==> src/hw/rtl/srclx_pkg.sv <==
// Shared types, token codes, character codes and classifier functions for the source lexer.
`timescale 1ns / 1ps

package srclx_pkg;

    localparam int KIND_W = 6;
    localparam int LEN_W  = 16;
    localparam int TAB_W  = 5;
    localparam int BYTE_W = 8;
    localparam int KW_COUNT = 9;
    localparam int KW_TEXT_W = 64;

    localparam logic [TAB_W-1:0] TAB_RESET = 5'd4;

    // token kinds
    localparam logic [KIND_W-1:0] KIND_NEWLINE  = 6'd0;
    localparam logic [KIND_W-1:0] KIND_NUMBER   = 6'd1;
    localparam logic [KIND_W-1:0] KIND_STRING   = 6'd2;
    localparam logic [KIND_W-1:0] KIND_IDENT    = 6'd3;
    localparam logic [KIND_W-1:0] KIND_KEYWORD0 = 6'd4;
    localparam logic [KIND_W-1:0] KIND_EQ_EQ    = 6'd13;
    localparam logic [KIND_W-1:0] KIND_NOT_EQ   = 6'd14;
    localparam logic [KIND_W-1:0] KIND_LESS_EQ  = 6'd15;
    localparam logic [KIND_W-1:0] KIND_GREAT_EQ = 6'd16;
    localparam logic [KIND_W-1:0] KIND_AND_AND  = 6'd17;
    localparam logic [KIND_W-1:0] KIND_OR_OR    = 6'd18;
    localparam logic [KIND_W-1:0] KIND_PLUS     = 6'd19;
    localparam logic [KIND_W-1:0] KIND_MINUS    = 6'd20;
    localparam logic [KIND_W-1:0] KIND_STAR     = 6'd21;
    localparam logic [KIND_W-1:0] KIND_SLASH    = 6'd22;
    localparam logic [KIND_W-1:0] KIND_ASSIGN   = 6'd23;
    localparam logic [KIND_W-1:0] KIND_LESS     = 6'd24;
    localparam logic [KIND_W-1:0] KIND_GREATER  = 6'd25;
    localparam logic [KIND_W-1:0] KIND_BANG     = 6'd26;
    localparam logic [KIND_W-1:0] KIND_SEMI     = 6'd27;
    localparam logic [KIND_W-1:0] KIND_COMMA    = 6'd28;
    localparam logic [KIND_W-1:0] KIND_LPAREN   = 6'd29;
    localparam logic [KIND_W-1:0] KIND_RPAREN   = 6'd30;
    localparam logic [KIND_W-1:0] KIND_LBRACE   = 6'd31;
    localparam logic [KIND_W-1:0] KIND_RBRACE   = 6'd32;
    localparam logic [KIND_W-1:0] KIND_EOF      = 6'd33;
    localparam logic [KIND_W-1:0] KIND_ERROR    = 6'd34;
    // operator lookups return this when the byte is no operator
    localparam logic [KIND_W-1:0] KIND_NONE     = 6'd0;

    // character codes
    localparam logic [7:0] CH_NUL     = 8'h00;
    localparam logic [7:0] CH_TAB     = 8'h09;
    localparam logic [7:0] CH_LF      = 8'h0A;
    localparam logic [7:0] CH_CR      = 8'h0D;
    localparam logic [7:0] CH_SPACE   = 8'h20;
    localparam logic [7:0] CH_BANG    = 8'h21;
    localparam logic [7:0] CH_QUOTE   = 8'h22;
    localparam logic [7:0] CH_AMP     = 8'h26;
    localparam logic [7:0] CH_LPAREN  = 8'h28;
    localparam logic [7:0] CH_RPAREN  = 8'h29;
    localparam logic [7:0] CH_STAR    = 8'h2A;
    localparam logic [7:0] CH_PLUS    = 8'h2B;
    localparam logic [7:0] CH_COMMA   = 8'h2C;
    localparam logic [7:0] CH_MINUS   = 8'h2D;
    localparam logic [7:0] CH_DOT     = 8'h2E;
    localparam logic [7:0] CH_SLASH   = 8'h2F;
    localparam logic [7:0] CH_0       = 8'h30;
    localparam logic [7:0] CH_9       = 8'h39;
    localparam logic [7:0] CH_SEMI    = 8'h3B;
    localparam logic [7:0] CH_LESS    = 8'h3C;
    localparam logic [7:0] CH_EQUAL   = 8'h3D;
    localparam logic [7:0] CH_GREATER = 8'h3E;
    localparam logic [7:0] CH_UPPER_A = 8'h41;
    localparam logic [7:0] CH_UPPER_Z = 8'h5A;
    localparam logic [7:0] CH_UNDER   = 8'h5F;
    localparam logic [7:0] CH_LOWER_A = 8'h61;
    localparam logic [7:0] CH_LOWER_Z = 8'h7A;
    localparam logic [7:0] CH_LBRACE  = 8'h7B;
    localparam logic [7:0] CH_PIPE    = 8'h7C;
    localparam logic [7:0] CH_RBRACE  = 8'h7D;

    // keyword text, first character in the low byte, zero padded
    localparam logic [KW_TEXT_W-1:0] KW_TEXT [KW_COUNT] = '{
        64'h0000_0000_0074_656C,   // let
        64'h0000_0000_006E_7566,   // fun
        64'h0000_0000_0000_6669,   // if
        64'h0000_0000_6573_6C65,   // else
        64'h0000_0065_6C69_6877,   // while
        64'h0000_0000_6575_7274,   // true
        64'h0000_0065_736C_6166,   // false
        64'h0000_0074_6E69_7270,   // print
        64'h0000_6E72_7574_6572    // return
    };
    localparam logic [3:0] KW_LEN [KW_COUNT] = '{
        4'd3, 4'd3, 4'd2, 4'd4, 4'd5, 4'd4, 4'd5, 4'd5, 4'd6
    };

    typedef struct packed {
        logic [7:0]        bad;
        logic [LEN_W-1:0]  length;
        logic [31:0]       start;
        logic [15:0]       column;
        logic [15:0]       line;
        logic [KIND_W-1:0] kind;
        logic              last;
    } token_t;

    function automatic logic digit_byte(input logic [7:0] c);
        return (c >= CH_0) && (c <= CH_9);
    endfunction

    function automatic logic letter_byte(input logic [7:0] c);
        return ((c >= CH_LOWER_A) && (c <= CH_LOWER_Z)) ||
               ((c >= CH_UPPER_A) && (c <= CH_UPPER_Z)) || (c == CH_UNDER);
    endfunction

    function automatic logic opens_pair(input logic [7:0] c);
        return (c == CH_EQUAL) || (c == CH_BANG) || (c == CH_LESS) ||
               (c == CH_GREATER) || (c == CH_AMP) || (c == CH_PIPE) ||
               (c == CH_SLASH);
    endfunction

    function automatic logic [KIND_W-1:0] single_kind(input logic [7:0] c);
        logic [KIND_W-1:0] k;
        unique case (c)
            CH_PLUS:    k = KIND_PLUS;
            CH_MINUS:   k = KIND_MINUS;
            CH_STAR:    k = KIND_STAR;
            CH_SLASH:   k = KIND_SLASH;
            CH_EQUAL:   k = KIND_ASSIGN;
            CH_LESS:    k = KIND_LESS;
            CH_GREATER: k = KIND_GREATER;
            CH_BANG:    k = KIND_BANG;
            CH_SEMI:    k = KIND_SEMI;
            CH_COMMA:   k = KIND_COMMA;
            CH_LPAREN:  k = KIND_LPAREN;
            CH_RPAREN:  k = KIND_RPAREN;
            CH_LBRACE:  k = KIND_LBRACE;
            CH_RBRACE:  k = KIND_RBRACE;
            default:    k = KIND_NONE;
        endcase
        return k;
    endfunction

    function automatic logic [KIND_W-1:0] pair_kind(input logic [7:0] a, input logic [7:0] b);
        logic [KIND_W-1:0] k;
        k = KIND_NONE;
        if (a == CH_EQUAL && b == CH_EQUAL)        k = KIND_EQ_EQ;
        else if (a == CH_BANG && b == CH_EQUAL)    k = KIND_NOT_EQ;
        else if (a == CH_LESS && b == CH_EQUAL)    k = KIND_LESS_EQ;
        else if (a == CH_GREATER && b == CH_EQUAL) k = KIND_GREAT_EQ;
        else if (a == CH_AMP && b == CH_AMP)       k = KIND_AND_AND;
        else if (a == CH_PIPE && b == CH_PIPE)     k = KIND_OR_OR;
        return k;
    endfunction

endpackage

==> src/hw/rtl/srclx_core.sv <==
// Lexer state registers and the one-byte scan step producing up to two tokens.
`timescale 1ns / 1ps

module srclx_core #(
    parameter int KEYWORD_MAX_LEN = 6,
    parameter int COORD_WIDTH     = 16,
    parameter int POS_WIDTH       = 32
) (
    input  logic                        clk,
    input  logic                        rst_n,
    input  logic                        step_valid,
    input  logic [7:0]                  step_byte,
    input  logic                        step_eos,
    input  logic [srclx_pkg::TAB_W-1:0] tab_advance,
    output srclx_pkg::token_t           res0,
    output srclx_pkg::token_t           res1,
    output logic [1:0]                  res_count
);
    import srclx_pkg::*;

    localparam int KW_BUF_W = 8 * KEYWORD_MAX_LEN;

    localparam logic [2:0] MODE_IDLE    = 3'd0;
    localparam logic [2:0] MODE_NUMBER  = 3'd1;
    localparam logic [2:0] MODE_IDENT   = 3'd2;
    localparam logic [2:0] MODE_STRING  = 3'd3;
    localparam logic [2:0] MODE_COMMENT = 3'd4;
    localparam logic [2:0] MODE_OP      = 3'd5;

    localparam logic [COORD_WIDTH-1:0] COORD_MAX = {COORD_WIDTH{1'b1}};
    localparam logic [COORD_WIDTH-1:0] COORD_ONE = COORD_WIDTH'(1);
    localparam logic [POS_WIDTH-1:0]   POS_MAX   = {POS_WIDTH{1'b1}};
    localparam logic [LEN_W-1:0]       LEN_MAX   = {LEN_W{1'b1}};

    logic [2:0]             mode_reg,  mode_next;
    logic [7:0]             pend_reg,  pend_next;
    logic                   dot_reg,   dot_next;
    logic [KW_BUF_W-1:0]    kw_reg,    kw_next;
    logic [COORD_WIDTH-1:0] line_reg,  line_next;
    logic [COORD_WIDTH-1:0] col_reg,   col_next;
    logic [POS_WIDTH-1:0]   pos_reg,   pos_next;
    logic [COORD_WIDTH-1:0] sline_reg, sline_next;
    logic [COORD_WIDTH-1:0] scol_reg,  scol_next;
    logic [POS_WIDTH-1:0]   spos_reg,  spos_next;
    logic [LEN_W-1:0]       len_reg,   len_next;

    logic [COORD_WIDTH-1:0] col_inc, col_tab, line_inc;
    logic [COORD_WIDTH:0]   col_tab_sum;
    logic [POS_WIDTH-1:0]   pos_inc;
    logic [LEN_W-1:0]       len_inc;
    logic [KIND_W-1:0]      kw_kind;

    function automatic logic [15:0] coord_out(input logic [COORD_WIDTH-1:0] v);
        logic [COORD_WIDTH+15:0] t;
        t = {16'd0, v};
        return t[15:0];
    endfunction

    function automatic logic [31:0] pos_out(input logic [POS_WIDTH-1:0] v);
        logic [POS_WIDTH+31:0] t;
        t = {32'd0, v};
        return t[31:0];
    endfunction

    function automatic token_t make_tok(
        input logic [KIND_W-1:0]      kind,
        input logic [COORD_WIDTH-1:0] line,
        input logic [COORD_WIDTH-1:0] col,
        input logic [POS_WIDTH-1:0]   pos,
        input logic [LEN_W-1:0]       len,
        input logic [7:0]             bad
    );
        token_t t;
        t.kind   = kind;
        t.line   = coord_out(line);
        t.column = coord_out(col);
        t.start  = pos_out(pos);
        t.length = len;
        t.bad    = bad;
        t.last   = 1'b0;
        return t;
    endfunction

    // saturating counter steps
    assign col_inc     = (col_reg == COORD_MAX) ? col_reg : col_reg + COORD_ONE;
    assign line_inc    = (line_reg == COORD_MAX) ? line_reg : line_reg + COORD_ONE;
    assign col_tab_sum = {1'b0, col_reg} + (COORD_WIDTH + 1)'(tab_advance);
    assign col_tab     = col_tab_sum[COORD_WIDTH] ? COORD_MAX : col_tab_sum[COORD_WIDTH-1:0];
    assign pos_inc     = (pos_reg == POS_MAX) ? pos_reg : pos_reg + POS_WIDTH'(1);
    assign len_inc     = (len_reg == LEN_MAX) ? len_reg : len_reg + LEN_W'(1);

    // parallel keyword compare; buffer bytes past the word are zero
    always_comb
    begin
        kw_kind = KIND_IDENT;
        for (int k = 0; k < KW_COUNT; k++)
        begin
            if ((int'(KW_LEN[k]) <= KEYWORD_MAX_LEN) && (len_reg == LEN_W'(KW_LEN[k])) &&
                (KW_TEXT_W'(kw_reg) == KW_TEXT[k]))
            begin
                kw_kind = KIND_KEYWORD0 + KIND_W'(k);
            end
        end
    end

    always_comb
    begin
        token_t            held_tok, first_tok, second_tok;
        logic              first_vld, second_vld, flush, go_idle;
        logic [KIND_W-1:0] sk, pk;
        logic [7:0]        c;

        c          = step_byte;
        mode_next  = mode_reg;
        pend_next  = pend_reg;
        dot_next   = dot_reg;
        kw_next    = kw_reg;
        line_next  = line_reg;
        col_next   = col_reg;
        pos_next   = pos_reg;
        sline_next = sline_reg;
        scol_next  = scol_reg;
        spos_next  = spos_reg;
        len_next   = len_reg;
        first_vld  = 1'b0;
        second_vld = 1'b0;
        flush      = 1'b0;
        go_idle    = 1'b0;
        first_tok  = make_tok(KIND_NONE, line_reg, col_reg, pos_reg, '0, CH_NUL);
        second_tok = first_tok;

        // token held in the current mode, as emitted when it is cut off
        sk = single_kind(pend_reg);
        pk = pair_kind(pend_reg, c);
        unique case (mode_reg)
            MODE_NUMBER:
                held_tok = make_tok(KIND_NUMBER, sline_reg, scol_reg, spos_reg, len_reg, CH_NUL);
            MODE_IDENT:
                held_tok = make_tok(kw_kind, sline_reg, scol_reg, spos_reg, len_reg, CH_NUL);
            default:
            begin
                if (sk != KIND_NONE)
                    held_tok = make_tok(sk, sline_reg, scol_reg, spos_reg, '0, CH_NUL);
                else
                    held_tok = make_tok(KIND_ERROR, sline_reg, scol_reg, spos_reg, '0, pend_reg);
            end
        endcase

        if (step_eos)
        begin
            if (mode_reg == MODE_NUMBER || mode_reg == MODE_IDENT || mode_reg == MODE_OP)
            begin
                first_vld = 1'b1;
                first_tok = held_tok;
            end
            second_vld = 1'b1;
            second_tok = make_tok(KIND_EOF, line_reg, col_reg, pos_reg, '0, CH_NUL);
            mode_next  = MODE_IDLE;
            pend_next  = CH_NUL;
            dot_next   = 1'b0;
        end
        else
        begin
            pos_next = pos_inc;
            unique case (mode_reg)
                MODE_NUMBER:
                begin
                    if (digit_byte(c) || (c == CH_DOT && !dot_reg))
                    begin
                        if (c == CH_DOT)
                            dot_next = 1'b1;
                        len_next = len_inc;
                        col_next = col_inc;
                    end
                    else
                        flush = 1'b1;
                end
                MODE_IDENT:
                begin
                    if (letter_byte(c) || digit_byte(c))
                    begin
                        for (int i = 0; i < KEYWORD_MAX_LEN; i++)
                        begin
                            if (len_reg == LEN_W'(i))
                                kw_next[8*i +: 8] = c;
                        end
                        len_next = len_inc;
                        col_next = col_inc;
                    end
                    else
                        flush = 1'b1;
                end
                MODE_STRING:
                begin
                    if (c == CH_QUOTE)
                    begin
                        first_vld = 1'b1;
                        first_tok = make_tok(KIND_STRING, sline_reg, scol_reg, spos_reg,
                                             len_reg, CH_NUL);
                        mode_next = MODE_IDLE;
                        col_next  = col_inc;
                    end
                    else
                    begin
                        len_next = len_inc;
                        if (c == CH_LF)
                        begin
                            line_next = line_inc;
                            col_next  = COORD_ONE;
                        end
                        else
                            col_next = col_inc;
                    end
                end
                MODE_COMMENT:
                begin
                    if (c == CH_LF)
                    begin
                        mode_next = MODE_IDLE;
                        go_idle   = 1'b1;
                    end
                    else
                        col_next = col_inc;
                end
                MODE_OP:
                begin
                    if (pend_reg == CH_SLASH && c == CH_SLASH)
                    begin
                        mode_next = MODE_COMMENT;
                        pend_next = CH_NUL;
                        col_next  = col_inc;
                    end
                    else if (pk != KIND_NONE)
                    begin
                        first_vld = 1'b1;
                        first_tok = make_tok(pk, sline_reg, scol_reg, spos_reg, '0, CH_NUL);
                        mode_next = MODE_IDLE;
                        pend_next = CH_NUL;
                        col_next  = col_inc;
                    end
                    else
                        flush = 1'b1;
                end
                default:
                begin
                    mode_next = MODE_IDLE;
                    go_idle   = 1'b1;
                end
            endcase

            if (flush)
            begin
                first_vld = 1'b1;
                first_tok = held_tok;
                mode_next = MODE_IDLE;
                pend_next = CH_NUL;
                dot_next  = 1'b0;
                go_idle   = 1'b1;
            end

            // scan from idle; counters are untouched by the flush above
            if (go_idle)
            begin
                if (c == CH_SPACE || c == CH_CR)
                    col_next = col_inc;
                else if (c == CH_TAB)
                    col_next = col_tab;
                else if (c == CH_LF)
                begin
                    second_vld = 1'b1;
                    second_tok = make_tok(KIND_NEWLINE, line_reg, col_reg, pos_reg, '0, CH_NUL);
                    line_next  = line_inc;
                    col_next   = COORD_ONE;
                end
                else if (digit_byte(c) || letter_byte(c))
                begin
                    sline_next = line_reg;
                    scol_next  = col_reg;
                    spos_next  = pos_reg;
                    mode_next  = digit_byte(c) ? MODE_NUMBER : MODE_IDENT;
                    len_next   = LEN_W'(1);
                    dot_next   = 1'b0;
                    kw_next    = KW_BUF_W'(c);
                    col_next   = col_inc;
                end
                else if (c == CH_QUOTE)
                begin
                    sline_next = line_reg;
                    scol_next  = col_reg;
                    spos_next  = pos_reg;
                    mode_next  = MODE_STRING;
                    len_next   = '0;
                    col_next   = col_inc;
                end
                else if (opens_pair(c))
                begin
                    sline_next = line_reg;
                    scol_next  = col_reg;
                    spos_next  = pos_reg;
                    mode_next  = MODE_OP;
                    pend_next  = c;
                    col_next   = col_inc;
                end
                else
                begin
                    second_vld = 1'b1;
                    if (single_kind(c) != KIND_NONE)
                        second_tok = make_tok(single_kind(c), line_reg, col_reg, pos_reg,
                                              '0, CH_NUL);
                    else
                        second_tok = make_tok(KIND_ERROR, line_reg, col_reg, pos_reg, '0, c);
                    col_next = col_inc;
                end
            end
        end

        // compact into result slots, flag the final one
        second_tok.last = 1'b1;
        if (first_vld)
        begin
            first_tok.last = !second_vld;
            res0      = first_tok;
            res1      = second_tok;
            res_count = second_vld ? 2'd2 : 2'd1;
        end
        else
        begin
            res0      = second_tok;
            res1      = second_tok;
            res_count = second_vld ? 2'd1 : 2'd0;
        end
    end

    always_ff @(posedge clk or negedge rst_n)
    begin
        if (!rst_n)
        begin
            mode_reg  <= MODE_IDLE;
            pend_reg  <= CH_NUL;
            dot_reg   <= 1'b0;
            kw_reg    <= '0;
            line_reg  <= COORD_ONE;
            col_reg   <= COORD_ONE;
            pos_reg   <= '0;
            sline_reg <= COORD_ONE;
            scol_reg  <= COORD_ONE;
            spos_reg  <= '0;
            len_reg   <= '0;
        end
        else if (step_valid)
        begin
            mode_reg  <= mode_next;
            pend_reg  <= pend_next;
            dot_reg   <= dot_next;
            kw_reg    <= kw_next;
            line_reg  <= line_next;
            col_reg   <= col_next;
            pos_reg   <= pos_next;
            sline_reg <= sline_next;
            scol_reg  <= scol_next;
            spos_reg  <= spos_next;
            len_reg   <= len_next;
        end
    end

endmodule

==> src/hw/rtl/source_lexer.sv <==
// Top level of the streaming source lexer: input register, scan core and result queue.
`timescale 1ns / 1ps

// Streaming lexer. Source bytes enter one per transaction on the s_ side; a
// transaction with s_tlast set is the end marker, which flushes any held
// number, word or operator and emits an EOF token (its byte is ignored).
// Each byte yields zero, one or two tokens on the m_ side, the final token
// of a byte carrying m_tlast. A token that can still grow (number,
// identifier, keyword, operator) comes out when the byte after it arrives.
// Line, column and byte position are tracked with saturating counters;
// tab_advance (cfg port, reset 4) sets the columns a tab adds outside
// strings and comments, and is to be written only while the block is idle.
// Rate: one byte per clock while the result queue has room. The scan is a
// single combinational step from the input register into a four-entry result
// queue; a byte is taken from the input register when the queue holds two or
// fewer tokens. Each m_ transfer carries one token, so a byte with two tokens
// needs two transfers. With the queue empty, a byte passes the input register
// and the result queue before m_tvalid rises.

module source_lexer #(
    parameter int KEYWORD_MAX_LEN = 6,
    parameter int COORD_WIDTH     = 16,
    parameter int POS_WIDTH       = 32
) (
    input  logic                        clk,
    input  logic                        rst_n,
    // source byte stream
    input  logic                        s_tvalid,
    output logic                        s_tready,
    input  logic [7:0]                  s_tdata,   // [7:0] source_byte
    input  logic                        s_tlast,   // end_of_source
    // token stream
    output logic                        m_tvalid,
    input  logic                        m_tready,
    output logic [87:0]                 m_tdata,   // line, column, start, length, bad_byte
    output logic [5:0]                  m_tuser,   // token_kind
    output logic                        m_tlast,   // last_of_run
    // tab_advance register write
    input  logic                        cfg_valid,
    output logic                        cfg_ready,
    input  logic [srclx_pkg::TAB_W-1:0] cfg_data
);
    import srclx_pkg::*;

    localparam int QDEPTH = 4;
    localparam int QPTR_W = $clog2(QDEPTH);
    localparam int QCNT_W = QPTR_W + 1;

    // input register
    logic             in_vld_reg, in_vld_next;
    logic [7:0]       in_byte_reg;
    logic             in_eos_reg;
    logic             s_accept;
    logic             step_fire;

    logic [TAB_W-1:0] tab_reg;

    token_t           res0, res1;
    logic [1:0]       res_count;

    // result queue
    token_t              q_reg [QDEPTH];
    logic [QPTR_W-1:0]   wr_ptr_reg, wr_ptr_next;
    logic [QPTR_W-1:0]   rd_ptr_reg, rd_ptr_next;
    logic [QCNT_W-1:0]   cnt_reg, cnt_next;
    logic [QCNT_W-1:0]   push_cnt;
    logic                pop;
    logic [QPTR_W-1:0]   wr_ptr_plus1;
    token_t              head;

    // configuration is always taken
    assign cfg_ready = 1'b1;

    always_ff @(posedge clk or negedge rst_n)
    begin
        if (!rst_n)
            tab_reg <= TAB_RESET;
        else if (cfg_valid && cfg_ready)
            tab_reg <= cfg_data;
    end

    // room for the worst case of two tokens per byte
    assign step_fire   = in_vld_reg && (cnt_reg <= QCNT_W'(QDEPTH - 2));
    assign s_tready    = !in_vld_reg || step_fire;
    assign s_accept    = s_tvalid && s_tready;
    assign in_vld_next = s_accept ? 1'b1 : (step_fire ? 1'b0 : in_vld_reg);

    always_ff @(posedge clk or negedge rst_n)
    begin
        if (!rst_n)
            in_vld_reg <= 1'b0;
        else
            in_vld_reg <= in_vld_next;
    end

    always_ff @(posedge clk)
    begin
        if (s_accept)
        begin
            in_byte_reg <= s_tdata;
            in_eos_reg  <= s_tlast;
        end
    end

    srclx_core #(
        .KEYWORD_MAX_LEN (KEYWORD_MAX_LEN),
        .COORD_WIDTH     (COORD_WIDTH),
        .POS_WIDTH       (POS_WIDTH)
    ) u_core (
        .clk         (clk),
        .rst_n       (rst_n),
        .step_valid  (step_fire),
        .step_byte   (in_byte_reg),
        .step_eos    (in_eos_reg),
        .tab_advance (tab_reg),
        .res0        (res0),
        .res1        (res1),
        .res_count   (res_count)
    );

    assign push_cnt     = step_fire ? QCNT_W'(res_count) : '0;
    assign pop          = m_tvalid && m_tready;
    assign wr_ptr_plus1 = wr_ptr_reg + QPTR_W'(1);
    assign wr_ptr_next  = wr_ptr_reg + QPTR_W'(push_cnt);
    assign rd_ptr_next  = pop ? rd_ptr_reg + QPTR_W'(1) : rd_ptr_reg;
    assign cnt_next     = cnt_reg + push_cnt - (pop ? QCNT_W'(1) : QCNT_W'(0));

    always_ff @(posedge clk or negedge rst_n)
    begin
        if (!rst_n)
        begin
            wr_ptr_reg <= '0;
            rd_ptr_reg <= '0;
            cnt_reg    <= '0;
        end
        else
        begin
            wr_ptr_reg <= wr_ptr_next;
            rd_ptr_reg <= rd_ptr_next;
            cnt_reg    <= cnt_next;
        end
    end

    always_ff @(posedge clk)
    begin
        if (step_fire && res_count != 2'd0)
            q_reg[wr_ptr_reg] <= res0;
        if (step_fire && res_count == 2'd2)
            q_reg[wr_ptr_plus1] <= res1;
    end

    assign head     = q_reg[rd_ptr_reg];
    assign m_tvalid = (cnt_reg != '0);
    assign m_tdata  = {head.bad, head.length, head.start, head.column, head.line};
    assign m_tuser  = head.kind;
    assign m_tlast  = head.last;

endmodule

==> config.mk <==
export PLATFORM = sky130hd
export DESIGN_NAME = source_lexer
export DESIGN_NICKNAME = d
export VERILOG_FILES = /design/src/hw/rtl/srclx_pkg.sv /design/src/hw/rtl/srclx_core.sv /design/src/hw/rtl/source_lexer.sv
export SDC_FILE = /design/constraint.sdc
export NUM_CORES = 1
export LEC_CHECK = 0
export BUFFER_PORTS_ARGS = -buffer_cell sky130_fd_sc_hd__buf_2
export CORE_MARGIN = 2
export CORE_UTILIZATION = 55
export CTS_BUF_LIST = sky130_fd_sc_hd__clkbuf_4
export DETAILED_ROUTE_END_ITERATION = 8
export GPL_ROUTABILITY_DRIVEN = 0
export MAX_ROUTING_LAYER = met4
export PLACE_DENSITY = 0.69
export SYNTH_ARGS = -nofsm -noshare
export SYNTH_HDL_FRONTEND = slang
export SYNTH_HIERARCHICAL = 1
export SYNTH_SLANG_ARGS = --single-unit
==> constraint.sdc <==
create_clock -name clk -period 11.1 [get_ports clk]
set_input_delay 1.665 -clock clk [delete_from_list [all_inputs] [get_ports clk]]
set_output_delay 1.665 -clock clk [all_outputs]
set_load 0.01 [all_outputs]
-- After elaboration in Yosys (flattened, before gate mapping)
Memory sizes are Yosys's and may differ from the RTL's.
Index checks and enable logic that the tools add are counted.
Widths: inputs -> output; s select.
- register bits: 226
- RAM bits: 380
- bits of input ports: 19
- logic and storage cells: 337
- memories: 1
- memories (memory ; words ; bits a word ; rd ports ; clocked after memory_dff ; wr ports ; line ; text):
    q_reg ; 4 ; 95 ; 1 ; 0 ; 2 ; source_lexer.sv:62 ; token_t q_reg [QDEPTH];
- add/subtract/negate cells: 10
- magnitude comparators: 7
- equality and inequality tests: 68
- muxes and demuxes: 171
- bitwise logic cells: 5
- reduce and logical (&&, ||, !) cells: 57
- operators by type and width (operator ; number):
    $mux 95 ; 15
    $mux 16 ; 36
    $pmux 95 s2 ; 2
    $mux 48 ; 7
    $eq 8x6->1 const B ; 29
    $pmux 6 s14 ; 2
    $eq 48x39->1 const B ; 3
    $mux 8 ; 18
    $mux 6 ; 21
    $eq 48x23->1 const B ; 2
    $eq 48x31->1 const B ; 2
    $mux 32 ; 3
    $mux 87 ; 1
    $pmux 16 s5 ; 1
    $mux 71 ; 1
    $eq 8x7->1 const B ; 7
    $add 16x1->16 const B ; 3
    $eq 16x16->1 const B ; 3
    $eq 16x3->1 const B ; 3
    $eq 48x15->1 const B ; 1
    $eq 48x47->1 const B ; 1
    $pmux 16 s3 ; 1
    $mux 3 ; 14
    $mux 1 ; 40
    39 further kinds ; 102

-- Logic depth before layout (Yosys ltp)
- depth in word-level cells: 28
- gate-level depth with buffers: 18

-- Cells and area by module
Netlist, hierarchy kept.
- modules (own cells, without submodules) (module ; instances ; cells each ; area an instance (sq um)):
    source_lexer ; 1 ; 995 ; 20075.5
    srclx_core ; 1 ; 1444 ; 13753.2

-- Least setup slack after synthesis
Ideal clock, no wire load.
- kind: reg-to-reg
- start point: register in_byte_reg[7]
- end point: memory q_reg[1][0] in the netlist's numbering, enable pin
- setup time: 690 ps
- data arrival time: 9557 ps
- slack: 853 ps
- stages on the path, launching flop included: 12
- path buffers: 2
- clock period less this slack: 10247 ps
- path through: edfxtp_1 buf_6 or4b_4 nor3_1 a31oi_1 and3_1 buf_6 o211ai_1 o21bai_1 ha_1 nand2_1 a211oi_1
- RTL lines (what ; line ; text):
    start: declaration ; source_lexer.sv:51 ; logic [7:0] in_byte_reg;
    start signal: assignment ; source_lexer.sv:100 ; in_byte_reg <= s_tdata;
    end: declaration ; source_lexer.sv:62 ;

==> results.sh <==
export IMPL_status="finished clean"
export IMPL_min_period_over_period=0.6258
export IMPL_core_area_sq_um=60580
export IMPL_route_detailed_drc=0
export IMPL_drive_gt1_frac=0.3851
export IMPL_ys_seq_area_frac=0.5060
export IMPL_placed_area_sq_um=34730
export IMPL_fillers=4700
export IMPL_htree_levels=4
export IMPL_grt_max_degree=97
export IMPL_skew_ps=75.62
export IMPL_yosysMostFrequentCell="edfxtp_1"
export IMPL_vias=22364
export IMPL_core_rowCount=90
export IMPL_die_area_sq_um=63510
export IMPL_synth_area_top_cells="edfxtp_1, dfrtp_1, mux2_4"
export IMPL_path_clk_slew_ps=60
export IMPL_wl_met1_um=34340
export IMPL_cts_sinks=606
export IMPL_min_period_ps=6947
export IMPL_grt_first_pass_wirelength_um=129800
export IMPL_synthDistinctLibCells=104
export IMPL_power_mw=8.816
export IMPL_antenna_found_initial=4
export IMPL_met3_wirelength_um=5793
export IMPL_postSynthAreaPerCell_sq_um=13.87
export IMPL_synth_edff_count=389
export IMPL_drv_cap=0
export IMPL_nNetsFinal=2630
export IMPL_dr_wl_met2_um=41800
export IMPL_slew_violations=0
export IMPL_cts_root_buffer="clkbuf_4"
export IMPL_ys_ff_latch=606
export IMPL_grt_pass1_vias=22683
export IMPL_hold_buffers=0
export IMPL_tritoncts="yes"
export IMPL_synthTopCellsByCount="edfxtp_1, mux2_4, mux2_2"
export IMPL_path_max_fanout=39
export IMPL_path_class="reg -> reg"
export IMPL_startpoint_type="flip-flop"
export IMPL_synth_largest_area_cell="edfxtp_1"
export IMPL_irDropWorstVdd_uv=182.1
export IMPL_cts_buffers=160
export IMPL_routedWlPerCell_um=23.93
export IMPL_power_leakage_nw=14.99
export IMPL_worst_skew_pair_late_latency_ps=1010
export IMPL_netlist_area_sq_um=33830
export IMPL_drt_initial_drc_count=2043
export IMPL_firstDrtPassIters=6
export IMPL_grt_usage=0.2748
export IMPL_top_layer="met4"
export IMPL_hold_path_class="reg -> reg"
export IMPL_cts_resized=0
export IMPL_largest_reg_flops=380
export IMPL_cp_data_required_time_ps=11710
export IMPL_fin_setup_tns_ps=0
export IMPL_tightestPinTransition_ps=1203
export IMPL_routed_wl_um=84050
export IMPL_cts_setup_buffers=0
export IMPL_dp_hpwl_um=52370
export IMPL_finalHoldViolations=0
export IMPL_finish_instance_area_sq_um=36960
export IMPL_fmax_mhz=144.0
export IMPL_num_io_pins=117
export IMPL_fp_dieH_um=252.0
export IMPL_start_util=0.5584
export IMPL_synth_ff_type="edfxtp_1"
export IMPL_finalSetupViolCount=0
export IMPL_io_buffers=115
export IMPL_viasPerCell=6.366
export IMPL_area_growth_pct=9.261
export IMPL_yosysWarnings=6
export IMPL_postLayoutCoreUtil=0.6101
export IMPL_synth_async_reset_ratio=0.3581
export IMPL_synth_top_cell_area_share=0.3453
export IMPL_grt_overflow_total=0
export IMPL_clk_path_buf_depth=3
export IMPL_rsz0062_at_grt="no"
export IMPL_netlist_instances=2439
export IMPL_powerDensity_nw_per_um2=238.5
export IMPL_die_x_um=252.0
export IMPL_ant_nets=0
export IMPL_critPathCaptureType="flip-flop"
export IMPL_crit_arrival_ps=7550
export IMPL_slew_headroom=0.1942
worst max-delay path, stage by stage, from the launching register on:
cell      delay [ps]
edfxtp_1         520
buf_4            300
inv_1            120
a311oi_2         410
a21oi_2          150
a221o_1          430
o21ai_4          270
clkinv_2         700
ha_1             670
nor2b_1          670
nand2_1          200
a21oi_4          750
buf_4            640
buf_4            610
cell families (layout without fill, tap and decap cells):
group           Yosys count  count (layout)  share of synthesized area
xor+xnor                 52              52                    0.01346
buf+inv                 214             484                    0.03517
other cells               3              25                  0.0003329
flops                   606             606                     0.5060
compound gates          328             328                    0.07275
fa+ha+maj                20              20                   0.007841
mux                     621             621                     0.2649
simple gates            595             595                    0.09953
routing by layer:
metal | vias to the layer above | track usage
met2 | 974 | 0.4451
met5 | - | -
li1 | 9970 | -
met1 | 11249 | 0.3442
met3 | 171 | 0.05922
met4 | 0 | 0.09451
final timing paths:
path / from / endpoint / slack (ps) / cells after the start
worst max-delay path: in_byte_reg[6] / q_reg[2][22] / 4150 / 13
worst min-delay path: u_core/spos_reg[27] / u_core/spos_reg[27] / 490 / 1
worst max register to register: in_byte_reg[6] / q_reg[2][22] / 4150 / 13
worst min register to register: u_core/spos_reg[27] / u_core/spos_reg[27] / 490 / 1
max in group asynchronous: rst_n / rd_ptr_reg[1] / 8210 / 3
min in group asynchronous: rst_n / u_core/sline_reg[11] / 670 / 1
placed cells by master, fill, tap and decap left out, types with 38 or more instances in the layout:
cell type  synthesis  layout
a21oi_1           49      47
a22o_1            41      41
buf_2             38     114
clkbuf_4           0     260
dfrtp_1          212     210
edfxtp_1         389     389
inv_1             39      39
mux2_1            53      53
mux2_2           231     231
mux2_4           240     240
mux4_2            95      95
nand2_1          114     114
nand3_1           63      63
nand4_1           53      53
nor2_1            90      90
nor3_1            51      51
o21ai_0           38      38
per-stage QoR:
stage               std cells  hold slack (ps)  worst slack (ps)
floorplan                2454            458.5             852.9
CTS                      3506            489.1              4212
detailed placement       3211            475.3              4259
global route             3511            498.9              3795
global placement         3211            467.3              4364
finish                   3513            485.9              4153
power breakdown:
part / total [mW] / switching [mW] / internal [mW]
Combinational: 3.40 / 1.94 / 1.46
Sequential: 3.33 / 0.338 / 3.00
Clock: 2.08 / 0.946 / 1.13
area by class of cell:
class,count,area (sq um),share of cell area
Timing Repair Buffer,148,833.3,0.02254
Multi-Input combinational cell,1634,15640,0.4232
Tap cell,782,978.4,0.02647
Inverter,41,155.1,0.004198
Clock inverter,35,257.7,0.006973
Clock buffer,260,1952,0.05281
Sequential cell,606,17130,0.4633
Antenna cell,7,17.52,0.0004739
Power figures use the tool's default switching activity.
